==> src/design/tem_pkg.sv <==
// shared types, constants and helpers for the track eviction monitor
package tem_pkg;

  // tick arithmetic width and the largest valid location timestamp
  localparam int unsigned TICK_BITS = 32;
  localparam int unsigned CMP_BITS  = (TICK_BITS > 32) ? TICK_BITS : 32;
  localparam logic [15:0] TS_MAX    = 16'd36000;

  // apb register map
  localparam int unsigned ADDR_BITS = 4;
  localparam logic [1:0]  REG_LAND   = 2'd0;
  localparam logic [1:0]  REG_SILENT = 2'd1;
  localparam logic [1:0]  REG_FROZEN = 2'd2;

  typedef logic [TICK_BITS-1:0] tick_t;
  typedef logic [CMP_BITS-1:0]  cmp_t;

  typedef enum logic [2:0] {
    VERDICT_KEEP      = 3'd0,
    VERDICT_LANDED    = 3'd1,
    VERDICT_SILENT    = 3'd2,
    VERDICT_NO_FRAMES = 3'd3,
    VERDICT_FROZEN    = 3'd4
  } verdict_e;

  // one observation
  typedef struct packed {
    logic [31:0] now_tick;
    logic        frame_seen;
    logic        state_seen;
    logic        is_airborne;
    logic        was_ever_airborne;
    logic        loc_seen;
    logic [15:0] loc_stamp;
  } in_item_t;

  // one verdict
  typedef struct packed {
    logic [2:0] verdict;
  } out_item_t;

  // eviction limits
  typedef struct packed {
    logic [31:0] land_limit;
    logic [31:0] silent_limit;
    logic [31:0] frozen_limit;
  } limits_t;

  // wrap-around elapsed time strictly above a limit
  function automatic logic over_limit(tick_t from_t, tick_t to_t, logic [31:0] lim);
    tick_t diff;
    diff = to_t - from_t;
    return cmp_t'(diff) > cmp_t'(lim);
  endfunction

endpackage

==> src/design/tem_if.sv <==
// valid/ready channel interfaces for observations and verdicts

interface tem_in_if import tem_pkg::*; ();
  logic     valid;
  logic     ready;
  in_item_t item;

  modport source (output valid, output item, input ready);
  modport sink   (input valid, input item, output ready);
endinterface

interface tem_out_if import tem_pkg::*; ();
  logic      valid;
  logic      ready;
  out_item_t item;

  modport source (output valid, output item, input ready);
  modport sink   (input valid, input item, output ready);
endinterface

==> src/design/track_eviction_monitor.sv <==
// top level of the track eviction monitor: input and result registers around the core
//
//   port        dir   handshake     carries
//   in_i        in    valid/ready   observation: tick, frame/state/location flags, stamp
//   out_o       out   valid/ready   verdict, one per observation
//   apb         in    psel/penable  land, silent and frozen limits at 0x0, 0x4, 0x8
//
// one item per cycle sustained while out_o.ready holds; a verdict is offered once its item
// has passed the input register, then the verdict logic into the result register
// reset clears the tracker state and sets all limits to all ones
// while the result register is stalled the input register still takes one more item;
// ready drops only when both registers are full and the result is not taken
module track_eviction_monitor import tem_pkg::*; (
  input  logic                 clk_i,
  input  logic                 rst_ni,
  tem_in_if.sink               in_i,
  tem_out_if.source            out_o,
  input  logic                 psel,
  input  logic                 penable,
  input  logic                 pwrite,
  input  logic [ADDR_BITS-1:0] paddr,
  input  logic [31:0]          pwdata,
  output logic [31:0]          prdata,
  output logic                 pready
);

  limits_t   limits;
  logic      s1_valid_q;
  in_item_t  s1_item_q;
  logic      out_valid_q;
  out_item_t out_item_q;
  logic      advance;
  verdict_e  verdict;

  tem_cfg u_cfg (
    .clk_i    (clk_i),
    .rst_ni   (rst_ni),
    .psel     (psel),
    .penable  (penable),
    .pwrite   (pwrite),
    .paddr    (paddr),
    .pwdata   (pwdata),
    .prdata   (prdata),
    .pready   (pready),
    .limits_o (limits)
  );

  tem_core u_core (
    .clk_i     (clk_i),
    .rst_ni    (rst_ni),
    .step_i    (advance),
    .item_i    (s1_item_q),
    .limits_i  (limits),
    .verdict_o (verdict)
  );

  // handshake
  assign advance     = s1_valid_q && (!out_valid_q || out_o.ready);
  assign in_i.ready  = !s1_valid_q || advance;
  assign out_o.valid = out_valid_q;
  assign out_o.item  = out_item_q;

  // input register
  always_ff @(posedge clk_i or negedge rst_ni) begin
    if (!rst_ni) begin
      s1_valid_q <= 1'b0;
    end else if (in_i.ready) begin
      s1_valid_q <= in_i.valid;
    end
  end

  always_ff @(posedge clk_i) begin
    if (in_i.valid && in_i.ready) begin
      s1_item_q <= in_i.item;
    end
  end

  // result register
  always_ff @(posedge clk_i or negedge rst_ni) begin
    if (!rst_ni) begin
      out_valid_q <= 1'b0;
    end else if (advance) begin
      out_valid_q <= 1'b1;
    end else if (out_o.ready) begin
      out_valid_q <= 1'b0;
    end
  end

  always_ff @(posedge clk_i) begin
    if (advance) begin
      out_item_q.verdict <= verdict;
    end
  end

  // an accepted item is held in the input register
  assert property (@(posedge clk_i) disable iff (!rst_ni)
    in_i.valid && in_i.ready |=> s1_valid_q)
    else $error("accepted item lost");

  // a waiting item is not dropped while the result stalls
  assert property (@(posedge clk_i) disable iff (!rst_ni)
    s1_valid_q && out_valid_q && !out_o.ready |=> s1_valid_q && out_valid_q)
    else $error("item dropped during stall");

  // a committed item always produces a result
  assert property (@(posedge clk_i) disable iff (!rst_ni)
    advance |=> out_valid_q)
    else $error("committed item produced no result");

endmodule

==> src/design/tem_cfg.sv <==
// apb register block holding the three eviction limits
module tem_cfg import tem_pkg::*; (
  input  logic                 clk_i,
  input  logic                 rst_ni,
  input  logic                 psel,
  input  logic                 penable,
  input  logic                 pwrite,
  input  logic [ADDR_BITS-1:0] paddr,
  input  logic [31:0]          pwdata,
  output logic [31:0]          prdata,
  output logic                 pready,
  output limits_t              limits_o
);

  limits_t    limits_q;
  logic       wr_en;
  logic [1:0] reg_idx;

  assign pready   = 1'b1;
  assign wr_en    = psel && penable && pwrite;
  assign reg_idx  = paddr[3:2];
  assign limits_o = limits_q;

  // register writes
  always_ff @(posedge clk_i or negedge rst_ni) begin
    if (!rst_ni) begin
      limits_q.land_limit   <= '1;
      limits_q.silent_limit <= '1;
      limits_q.frozen_limit <= '1;
    end else if (wr_en) begin
      case (reg_idx)
        REG_LAND:   limits_q.land_limit   <= pwdata;
        REG_SILENT: limits_q.silent_limit <= pwdata;
        REG_FROZEN: limits_q.frozen_limit <= pwdata;
        default: ;
      endcase
    end
  end

  // read mux
  always_comb begin
    case (reg_idx)
      REG_LAND:   prdata = limits_q.land_limit;
      REG_SILENT: prdata = limits_q.silent_limit;
      REG_FROZEN: prdata = limits_q.frozen_limit;
      default:    prdata = '0;
    endcase
  end

endmodule

==> src/design/tem_core.sv <==
// tracker state, per-item update and verdict logic
module tem_core import tem_pkg::*; (
  input  logic     clk_i,
  input  logic     rst_ni,
  input  logic     step_i,
  input  in_item_t item_i,
  input  limits_t  limits_i,
  output verdict_e verdict_o
);

  logic        any_frame_valid_q, any_frame_valid_d;
  tick_t       last_frame_time_q, last_frame_time_d;
  logic        airborne_valid_q, airborne_valid_d;
  tick_t       last_airborne_time_q, last_airborne_time_d;
  logic        grounded_valid_q, grounded_valid_d;
  tick_t       grounded_since_q, grounded_since_d;
  logic        stamp_valid_q, stamp_valid_d;
  logic [15:0] held_stamp_q, held_stamp_d;
  tick_t       stamp_changed_time_q, stamp_changed_time_d;
  tick_t       stamp_seen_time_q, stamp_seen_time_d;
  tick_t       now;

  assign now = tick_t'(item_i.now_tick);

  // frame, airborne and location updates in that order
  always_comb begin
    any_frame_valid_d    = any_frame_valid_q;
    last_frame_time_d    = last_frame_time_q;
    airborne_valid_d     = airborne_valid_q;
    last_airborne_time_d = last_airborne_time_q;
    grounded_valid_d     = grounded_valid_q;
    grounded_since_d     = grounded_since_q;
    stamp_valid_d        = stamp_valid_q;
    held_stamp_d         = held_stamp_q;
    stamp_changed_time_d = stamp_changed_time_q;
    stamp_seen_time_d    = stamp_seen_time_q;

    if (item_i.frame_seen) begin
      any_frame_valid_d = 1'b1;
      last_frame_time_d = now;
    end

    if (item_i.state_seen) begin
      if (item_i.is_airborne) begin
        airborne_valid_d     = 1'b1;
        last_airborne_time_d = now;
        grounded_valid_d     = 1'b0;
      end else if (item_i.was_ever_airborne && !grounded_valid_q) begin
        grounded_valid_d = 1'b1;
        grounded_since_d = now;
      end
    end

    if (item_i.loc_seen) begin
      if (item_i.loc_stamp > TS_MAX) begin
        stamp_valid_d = 1'b0;
      end else begin
        if (!stamp_valid_q || (held_stamp_q != item_i.loc_stamp)) begin
          stamp_valid_d        = 1'b1;
          held_stamp_d         = item_i.loc_stamp;
          stamp_changed_time_d = now;
        end
        stamp_seen_time_d = now;
      end
    end
  end

  // priority verdict on the updated state
  always_comb begin
    if (grounded_valid_d && over_limit(grounded_since_d, now, limits_i.land_limit)) begin
      verdict_o = VERDICT_LANDED;
    end else if (airborne_valid_d &&
                 over_limit(last_airborne_time_d, now, limits_i.silent_limit)) begin
      verdict_o = VERDICT_SILENT;
    end else if (any_frame_valid_d &&
                 over_limit(last_frame_time_d, now, limits_i.silent_limit)) begin
      verdict_o = VERDICT_NO_FRAMES;
    end else if (stamp_valid_d && over_limit(stamp_changed_time_d, stamp_seen_time_d,
                                             limits_i.frozen_limit)) begin
      verdict_o = VERDICT_FROZEN;
    end else begin
      verdict_o = VERDICT_KEEP;
    end
  end

  // state commits when the item moves to the result register
  always_ff @(posedge clk_i or negedge rst_ni) begin
    if (!rst_ni) begin
      any_frame_valid_q    <= 1'b0;
      last_frame_time_q    <= '0;
      airborne_valid_q     <= 1'b0;
      last_airborne_time_q <= '0;
      grounded_valid_q     <= 1'b0;
      grounded_since_q     <= '0;
      stamp_valid_q        <= 1'b0;
      held_stamp_q         <= '0;
      stamp_changed_time_q <= '0;
      stamp_seen_time_q    <= '0;
    end else if (step_i) begin
      any_frame_valid_q    <= any_frame_valid_d;
      last_frame_time_q    <= last_frame_time_d;
      airborne_valid_q     <= airborne_valid_d;
      last_airborne_time_q <= last_airborne_time_d;
      grounded_valid_q     <= grounded_valid_d;
      grounded_since_q     <= grounded_since_d;
      stamp_valid_q        <= stamp_valid_d;
      held_stamp_q         <= held_stamp_d;
      stamp_changed_time_q <= stamp_changed_time_d;
      stamp_seen_time_q    <= stamp_seen_time_d;
    end
  end

  // airborne report clears the grounded mark
  assert property (@(posedge clk_i) disable iff (!rst_ni)
    step_i && item_i.state_seen && item_i.is_airborne
      |=> airborne_valid_q && !grounded_valid_q)
    else $error("airborne report did not clear grounded mark");

  // frame time recorded
  assert property (@(posedge clk_i) disable iff (!rst_ni)
    step_i && item_i.frame_seen |=> any_frame_valid_q && (last_frame_time_q == $past(now)))
    else $error("frame time not recorded");

  // no state change without a committed item
  assert property (@(posedge clk_i) disable iff (!rst_ni)
    !step_i |=> $stable(stamp_valid_q) && $stable(held_stamp_q) && $stable(grounded_valid_q))
    else $error("state changed without an item");

endmodule
==> src/flat_wrapper.sv <==
// flat-port wrapper written by rule: the top's interface ports become plain ports
module track_eviction_monitor_flat import tem_pkg::*;
  (clk_i, rst_ni, psel, penable, pwrite, paddr, pwdata, prdata, pready, in_i_valid, in_i_item, in_i_ready, out_o_valid, out_o_item, out_o_ready);
  tem_in_if in_i_i ();
  tem_out_if out_o_i ();
  input  logic clk_i;
  input  logic rst_ni;
  input  logic psel;
  input  logic penable;
  input  logic pwrite;
  input  logic [ADDR_BITS-1:0] paddr;
  input  logic [31:0] pwdata;
  output logic [31:0] prdata;
  output logic pready;
  input wire logic [$bits(in_i_i.valid)-1:0] in_i_valid;
  input wire logic [$bits(in_i_i.item)-1:0] in_i_item;
  output wire logic [$bits(in_i_i.ready)-1:0] in_i_ready;
  output wire logic [$bits(out_o_i.valid)-1:0] out_o_valid;
  output wire logic [$bits(out_o_i.item)-1:0] out_o_item;
  input wire logic [$bits(out_o_i.ready)-1:0] out_o_ready;
  assign in_i_i.valid = in_i_valid;
  assign in_i_i.item = in_i_item;
  assign in_i_ready = in_i_i.ready;
  assign out_o_valid = out_o_i.valid;
  assign out_o_item = out_o_i.item;
  assign out_o_i.ready = out_o_ready;
  track_eviction_monitor u_core (.clk_i(clk_i), .rst_ni(rst_ni), .in_i(in_i_i), .out_o(out_o_i), .psel(psel), .penable(penable), .pwrite(pwrite), .paddr(paddr), .pwdata(pwdata), .prdata(prdata), .pready(pready));
endmodule
==> config.mk <==
export PLATFORM = sky130hd
export DESIGN_NAME = track_eviction_monitor_flat
export DESIGN_NICKNAME = d
export VERILOG_FILES = /design/src/design/tem_pkg.sv /design/src/design/tem_if.sv /design/src/design/track_eviction_monitor.sv /design/src/design/tem_cfg.sv /design/src/design/tem_core.sv /design/src/flat_wrapper.sv
export SDC_FILE = /design/constraint.sdc
export NUM_CORES = 1
export LEC_CHECK = 0
export ABC_AREA = 1
export ABC_CLOCK_PERIOD_IN_PS = 6200
export BUFFER_PORTS_ARGS = -buffer_cell sky130_fd_sc_hd__buf_2
export CORE_ASPECT_RATIO = 1.75
export CORE_UTILIZATION = 45
export CTS_CLUSTER_DIAMETER = 150
export DETAILED_ROUTE_END_ITERATION = 8
export PLACE_DENSITY = 0.68
export SYNTH_ARGS = -nofsm -noshare
export SYNTH_HDL_FRONTEND = slang
export SYNTH_SLANG_ARGS = --single-unit
==> constraint.sdc <==
create_clock -name clk_i -period 6.2 [get_ports clk_i]
set_clock_uncertainty 0.1 [all_clocks]
set_input_delay 0.62 -clock clk_i [delete_from_list [all_inputs] [get_ports clk_i]]
set_output_delay 0.62 -clock clk_i [all_outputs]
set_load 0.02 [all_outputs]
==> results of run 1 <==
==> flip-flops by register name, indices dropped and copies added, names as in the netlist <==
register / cells
u_core.out_o.item: 3
u_core.u_core.held_stamp_q: 16
u_core.u_core.any_frame_valid_q: 1
u_core.u_core.stamp_changed_time_q: 32
u_core.u_core.last_airborne_time_q: 32
u_core.out_o.valid: 1
u_core.u_core.airborne_valid_q: 1
u_core.u_core.last_frame_time_q: 32
u_core.u_core.grounded_valid_q: 1
u_core.s1_item_q: 53
u_core.s1_valid_q: 1
u_core.u_core.grounded_since_q: 32
u_core.u_core.stamp_valid_q: 1
u_core.u_cfg.limits_o: 96
u_core.u_core.stamp_seen_time_q: 32
==> power groups by stage <==
stage | clock [mW] | combinational [mW] | sequential (mW)
after floorplan | 0 | 5.03 | 3.25
after global placement | 0 | 7.04 | 3.33
after detailed placement | 0 | 7.14 | 3.34
after CTS | 2.25 | 7.19 | 3.32
after global routing | 2.31 | 8.18 | 3.40
final | 2.20 | 7.24 | 3.33
==> path summary, 6_finish.rpt <==
kind,to,cells past startpoint,from
worst max-delay path,u_core.out_o.item[2],26,u_core.s1_item_q[13]
worst min register to register,u_core.u_core.stamp_seen_time_q[7],2,u_core.u_core.stamp_seen_time_q[7]
worst min-delay path,u_core.s1_item_q[49],1,in_i_item[49]
max in group asynchronous,u_core.u_core.stamp_seen_time_q[5],3,rst_ni
min in group asynchronous,u_core.u_core.held_stamp_q[0],2,rst_ni
worst max register to register,u_core.out_o.item[2],26,u_core.s1_item_q[13]
==> per-stage QoR <==
stage          power [mW]    util  cells  hold slack, ns
2_1_floorplan       8.286       -   3157          0.2244
3_3_place_gp        10.38  0.4860   3917          0.3607
3_5_place_dp        10.48  0.4860   3917          0.3650
4_1_cts             12.75  0.5087   3985          0.1143
5_1_grt             13.89  0.5092   3985          0.1235
6_report            12.77  0.5092   3985          0.1397
==> cells by family (layout without fill, tap and decap cells) <==
logic type      count (synthesis)  after routing  synth area share
simple gates                 1150           1150            0.1927
compound gates                829            829            0.1903
buf+inv                       472            622           0.07434
flops                         334            334            0.3657
fa+ha+maj                     255            255            0.1345
xor+xnor                      116            116           0.04242
other cells                     1              1         0.0001566
==> layer usage <==
layer,share of wire,wire (µm),vias up,track usage
met5,0,0,-,0
met4,0.061,4604,0,0.1600
met3,0.043,3212,197,0.02827
met2,0.49,36810,557,0.4873
met1,0.41,30560,10170,0.3319
li1,-,-,10820,-
==> worst max-delay path, stage by stage, from the launching register on <==
cell	delay, ns
edfxtp_1	0.45
nor2_1	0.14
nand2_1	0.09
inv_1	0.06
nand3_1	0.08
nand2_1	0.14
nand2_1	0.18
nand2_2	0.26
buf_4	0.27
buf_6	0.25
o21ai_0	0.16
ha_1	0.44
nand2_1	0.13
nor2_1	0.19
inv_1	0.10
nor3_1	0.49
nand4_1	0.34
nand2_1	0.21
xor2_1	0.10
ha_1	0.30
nand2_1	0.08
nor3_2	0.26
and3_1	0.22
a221oi_1	0.08
a211oi_1	0.23
nand2_1	0.08
nor2_1	0.09
==> cell usage in the layout, fill, tap and decap left out, types with 46 or more instances in the layout <==
| cell type | n |
|---|---|
| nor2_1 | 182 |
| dfstp_2 | 96 |
| dfrtp_1 | 182 |
| a21oi_1 | 260 |
| buf_4 | 46 |
| edfxtp_1 | 56 |
| buf_2 | 129 |
| inv_1 | 369 |
| o21ai_0 | 413 |
| nand3_1 | 67 |
| nand2_1 | 801 |
| ha_1 | 251 |
| xor2_1 | 78 |
==> area by class of cell <==
cell class              count  area, µm²
clock buffers              51       1050
clock inverters            16      131.4
fillers                  5376      25770
inverters                 374       1408
multi-input cells        2351      13450
flip-flops and latches    334       8758
well taps                 678      848.3
repair buffers            181       1082
==> repair_timing <==
item	4_1_cts	5_1_grt
setup endpoints to repair	0	1
hold buffers	1	0
hold endpoints to repair	53	0
gates resized for setup	0	9
==> results.md, run 1 <==
- Synthesized area: 23950 µm²
- Share of cells above drive strength 1: 0.1134
- Sw Ratio: 0.4653
- Die Area: 54190 µm²
- Drt wl/cell: ~19 µm
- Sequential power share: 0.260
- Worst setup margin: 0.5139 ns
- Main synth FF type: dfrtp_1
- Area after DPL: about 26000 µm²
- Vias: 21750
- Drt pass-1 iters: 5
- Fin nets: approximately 3600
- Fmax: 175.9 MHz
- P_int: between 6 and 7 mW
- Max-cap violations: 0
- Worst Path Arrival: between 6 and 7 ns
- Logic pwr share: 0.567
- GRT Resource Usage Total: 0.2794
- EDFF count, synth: 56
- Unrepaired setup endpoints after global routing: no
- IO Pins: 134
- Hold crit path type: input pin to register
- Avg Inst Size Synth: 7.587 µm²
- Max Slew Vio Count: 0
- Post-synth top cells: 808 x nand2_1, 415 x o21ai_0, 371 x inv_1
- TNS Setup: 0 ns
- Bufs on Longest Clock Path: 3
- Crit path kind: register to register
- First-pass GRT wire length: 115400 µm
- Ys Warns: 0
- Row Count: around 110
- Count leader, synth: nand2_1
- CORE AREA: 52500 µm²
- Power density over cell area: 477.6 nW/µm²
- # port buffers: 130
- Worst-path fanout max: 32
- Vias per std cell: 5.457
- Count of state elements after synthesis: 334
- Detailed Route WL: 75190 µm
- Min Tclk post-route: approximately 5.7 ns
- CTS HTree Levels: 2
- Post-route cell area: 26730 µm²
- Register area share after synthesis: 0.3657
- Top cell type's share of synthesized area: 0.1901
- Final antenna-violating net count: 0
- Clock group share of total power: 0.172
- Die width: 176.4 µm
- Area contributors post-synth: dfrtp_1 19%, ha_1 13%, nand2_1 13%, dfstp_2 11%, o21ai_0 8.7%
- Crit. End Element: register
- R2R setup slack: a little over 0.5 ns
- Synth unique cells: 51
- Tcrit/Tclk final: 0.9171
- Clk sinks: 334
- Static Leak: 12.98 nW
- Layout area overhead: 11.60%
- Clock network latency to the later pin of the worst-skew pair: between 0.5 and 0.6 ns
- Post-route DRC violation count: 0
- Post-Synthesis Cells: approximately 3200
- Critical Path Source Type: register
- Worst slack, placed: 0.1788 ns
- Worst slew margin: 0.2551
- Worst IR drop on VDD: 247.3 µV
- Switching power: 5.940 mW
- Initial antenna violation count: 0
- Antenna diode count: 0
- Synth area leader: dfrtp_1
- Setup Fix Bufs, Post-CTS: 0
- Status: completed
- Initial DRC Count: 1322
- Largest net degree at the start of global routing: 160
- TritonCTS buffer count: 37
- Setup violations, final: 0
- CTS root buf: clkbuf_16
- CTS tree: done
- Gr ovfl total: 0
- Placer Congestion: 1.002
- Tightest Pin Transition: ~1.1 ns
- Syn nets: ~3500
- Die H: 307.2 µm
- FFs w/ async S/R, synth: 0.8323
- Endpoints failing hold: 0
- Initial Util: 0.4562
- Crit path required time: roughly 6.5 ns
- Detailed placement HPWL: approximately 60000 µm
- Vias in the first global route: 21430
- Clk slew on worst S/H paths: 0.07 ns
(Power assumes the default switching activity.)
==> run 2, diff against run 1 <==
--- a/config.mk
+++ b/config.mk
@@ -10,6 +10,7 @@
 export BUFFER_PORTS_ARGS = -buffer_cell sky130_fd_sc_hd__buf_2
 export CORE_ASPECT_RATIO = 1.75
 export CORE_UTILIZATION = 45
+export CTS_BUF_LIST = sky130_fd_sc_hd__clkbuf_8 sky130_fd_sc_hd__clkbuf_16
 export CTS_CLUSTER_DIAMETER = 150
 export DETAILED_ROUTE_END_ITERATION = 8
 export PLACE_DENSITY = 0.68
==> results.md, run 2 (same netlist as run 1, synthesis figures left out) <==
- Share of cells above drive strength 1: 0.1134
- Vias in the first global route: approximately 21000
- Bufs on Longest Clock Path: 3
- Crit path kind: register to register
- Commonest non-fill, non-tap cell in the layout: nand2_1
- Most frequent cells in the layout: 801 x nand2_1, 413 x o21ai_0, 377 x inv_1, 260 x a21oi_1, 251 x ha_1
- Clk slew on worst S/H paths: 0.07 ns
- Worst IR drop on VDD: 247.7 µV
- Max reg flops: 96
- Fin nets: between 3000 and 4000
- Max-cap violations: 0
- HP Start: in_i_item[49]
- TNS Setup: 0 ns
- Sw Ratio: 0.4660
- Sequential power share: 0.261
- Crit-path most repeated cell: nand2_1
- Worst-path fanout max: 32
- P_int: 6.814 mW
- Tcrit/Tclk final: 0.9173
- Area after DPL: between 20000 and 30000 µm²
- Unrepaired setup endpoints after global routing: no
- Placer Congestion: 1.002
- Post-route cell area: 26730 µm²
- Clock group share of total power: 0.171
- Worst slew margin: 0.2577
- Fin Hold WS: 0.1399 ns
- WHS Path Cells: 1
- # port buffers: 130
- Max Slew Vio Count: 0
- R2R setup slack: 0.51 ns
- Worst Path Arrival: 5.90 ns
- Initial DRC Count: 1334
- CTS root buf: clkbuf_16
- Row Count: approximately 110
- Static Leak: 13.01 nW
- CTS tree: done
- CP max-delay cell: nor3_1
- Layout area overhead: 11.60%
- Clock network latency to the later pin of the worst-skew pair: approximately 0.55 ns
- Hold crit path type: input pin to register
- Critical Path Source Type: register
- Post-route DRC violation count: 0
- Fmax: 175.8 MHz
- Status: completed
- Setup violations, final: 0
- Power density over cell area: 477.3 nW/µm²
- Crit. End Element: register
- CP max stage delay: 0.49 ns
- Endpoints failing hold: 0
- Vias: 21720
- Min-Delay Endpoint: u_core.s1_item_q[49]
- Die H: roughly 310 µm
- Setup Fix Bufs, Post-CTS: 0
- Vias per std cell: 5.451
- Gr ovfl total: 0
- RR Endpoint: u_core.out_o.item[2]
- CTS HTree Levels: 2
- Die width: 176.4 µm
- Detailed placement HPWL: roughly 59000 µm
- Antenna diode count: 0
- Drt wl/cell: 18.88 µm
- Clk sinks: 334
- Largest net degree at the start of global routing: 160
- R2R depth: 27
- GRT Resource Usage Total: 0.2794
- Final antenna-violating net count: 0
- Min Tclk post-route: 5.687 ns
- CORE AREA: 52500 µm²
- Logic pwr share: 0.568
- TritonCTS buffer count: 37
- IO Pins: ~130
- Worst reg2reg path startpoint: u_core.s1_item_q[13]
- Initial antenna violation count: 0
- Switching power: 5.946 mW
- Initial Util: 0.4562
- Die Area: 54190 µm²
- First-pass GRT wire length: 115400 µm
- Detailed Route WL: 75240 µm
- Drt pass-1 iters: 5
- Crit path required time: 6.42 ns
- Tightest Pin Transition: 1.109 ns
run 2: area by class of cell:
cell class                      instances  area (µm²)
Fill cell                            5376       25770
Multi-Input combinational cell       2351       13450
Sequential cell                       334        8758
Inverter                              374        1408
Timing Repair Buffer                  181        1082
Clock buffer                           43        1020
Tap cell                              678       848.3
Clock inverter                         24       161.4
run 2: worst max-delay path by stage:
stage	start	endpoint	slack (ns)	cells after the start
4_1_cts	u_core.s1_item_q[0]	u_core.out_o.item[2]	0.17	27
5_1_grt	u_core.s1_item_q[1]	u_core.out_o.item[2]	0.04	34
6_report	u_core.s1_item_q[13]	u_core.out_o.item[2]	0.51	27
3_5_place_dp	u_core.s1_item_q[1]	u_core.out_o.item[2]	0.18	27
2_1_floorplan	u_core.s1_item_q[9]	u_core.out_o.item[2]	1.52	37
3_3_place_gp	u_core.s1_item_q[1]	u_core.out_o.item[2]	0.20	27
run 2: stage by stage:
step	power [mW]	util	instances	setup WS, ns
final	12.76	0.5092	3985	0.5128
after global routing	13.87	0.5092	3985	0.04396
after CTS	12.74	0.5087	3985	0.1694
after detailed placement	10.48	0.4860	3917	0.1788
after global placement	10.38	0.4860	3917	0.2027
after floorplan	8.286	-	3157	1.523
run 2: metal layers:
metal	global-route usage	part of all wire	up-vias
met3	0.02827	0.044	196
met4	0.1600	0.062	0
met2	0.4873	0.49	607
met5	0	0	-
li1	-	-	10810
met1	0.3319	0.41	10110
run 2: repair_timing:
action | CTS | global route
hold buffers | 1 | 0
endpoints found under the hold margin | 53 | 0
setup endpoints to repair | 0 | 1
resized for setup | 0 | 9
run 2: power groups by stage:
stage	clock [mW]	sequential [mW]	combinational, mW
3_5_place_dp	0	3.34	7.14
5_1_grt	2.30	3.40	8.18
3_3_place_gp	0	3.33	7.04
4_1_cts	2.24	3.32	7.19
2_1_floorplan	0	3.25	5.03
6_report	2.18	3.32	7.25
run 2: worst max-delay path, delay by kind of cell, from the launching register on:
kind	cells	cell delay (ns)
simple gates	14	2.45
compound gates	6	0.83
fa+ha+maj	2	0.71
buf+inv	4	0.68
flops	1	0.44
xor+xnor	1	0.20
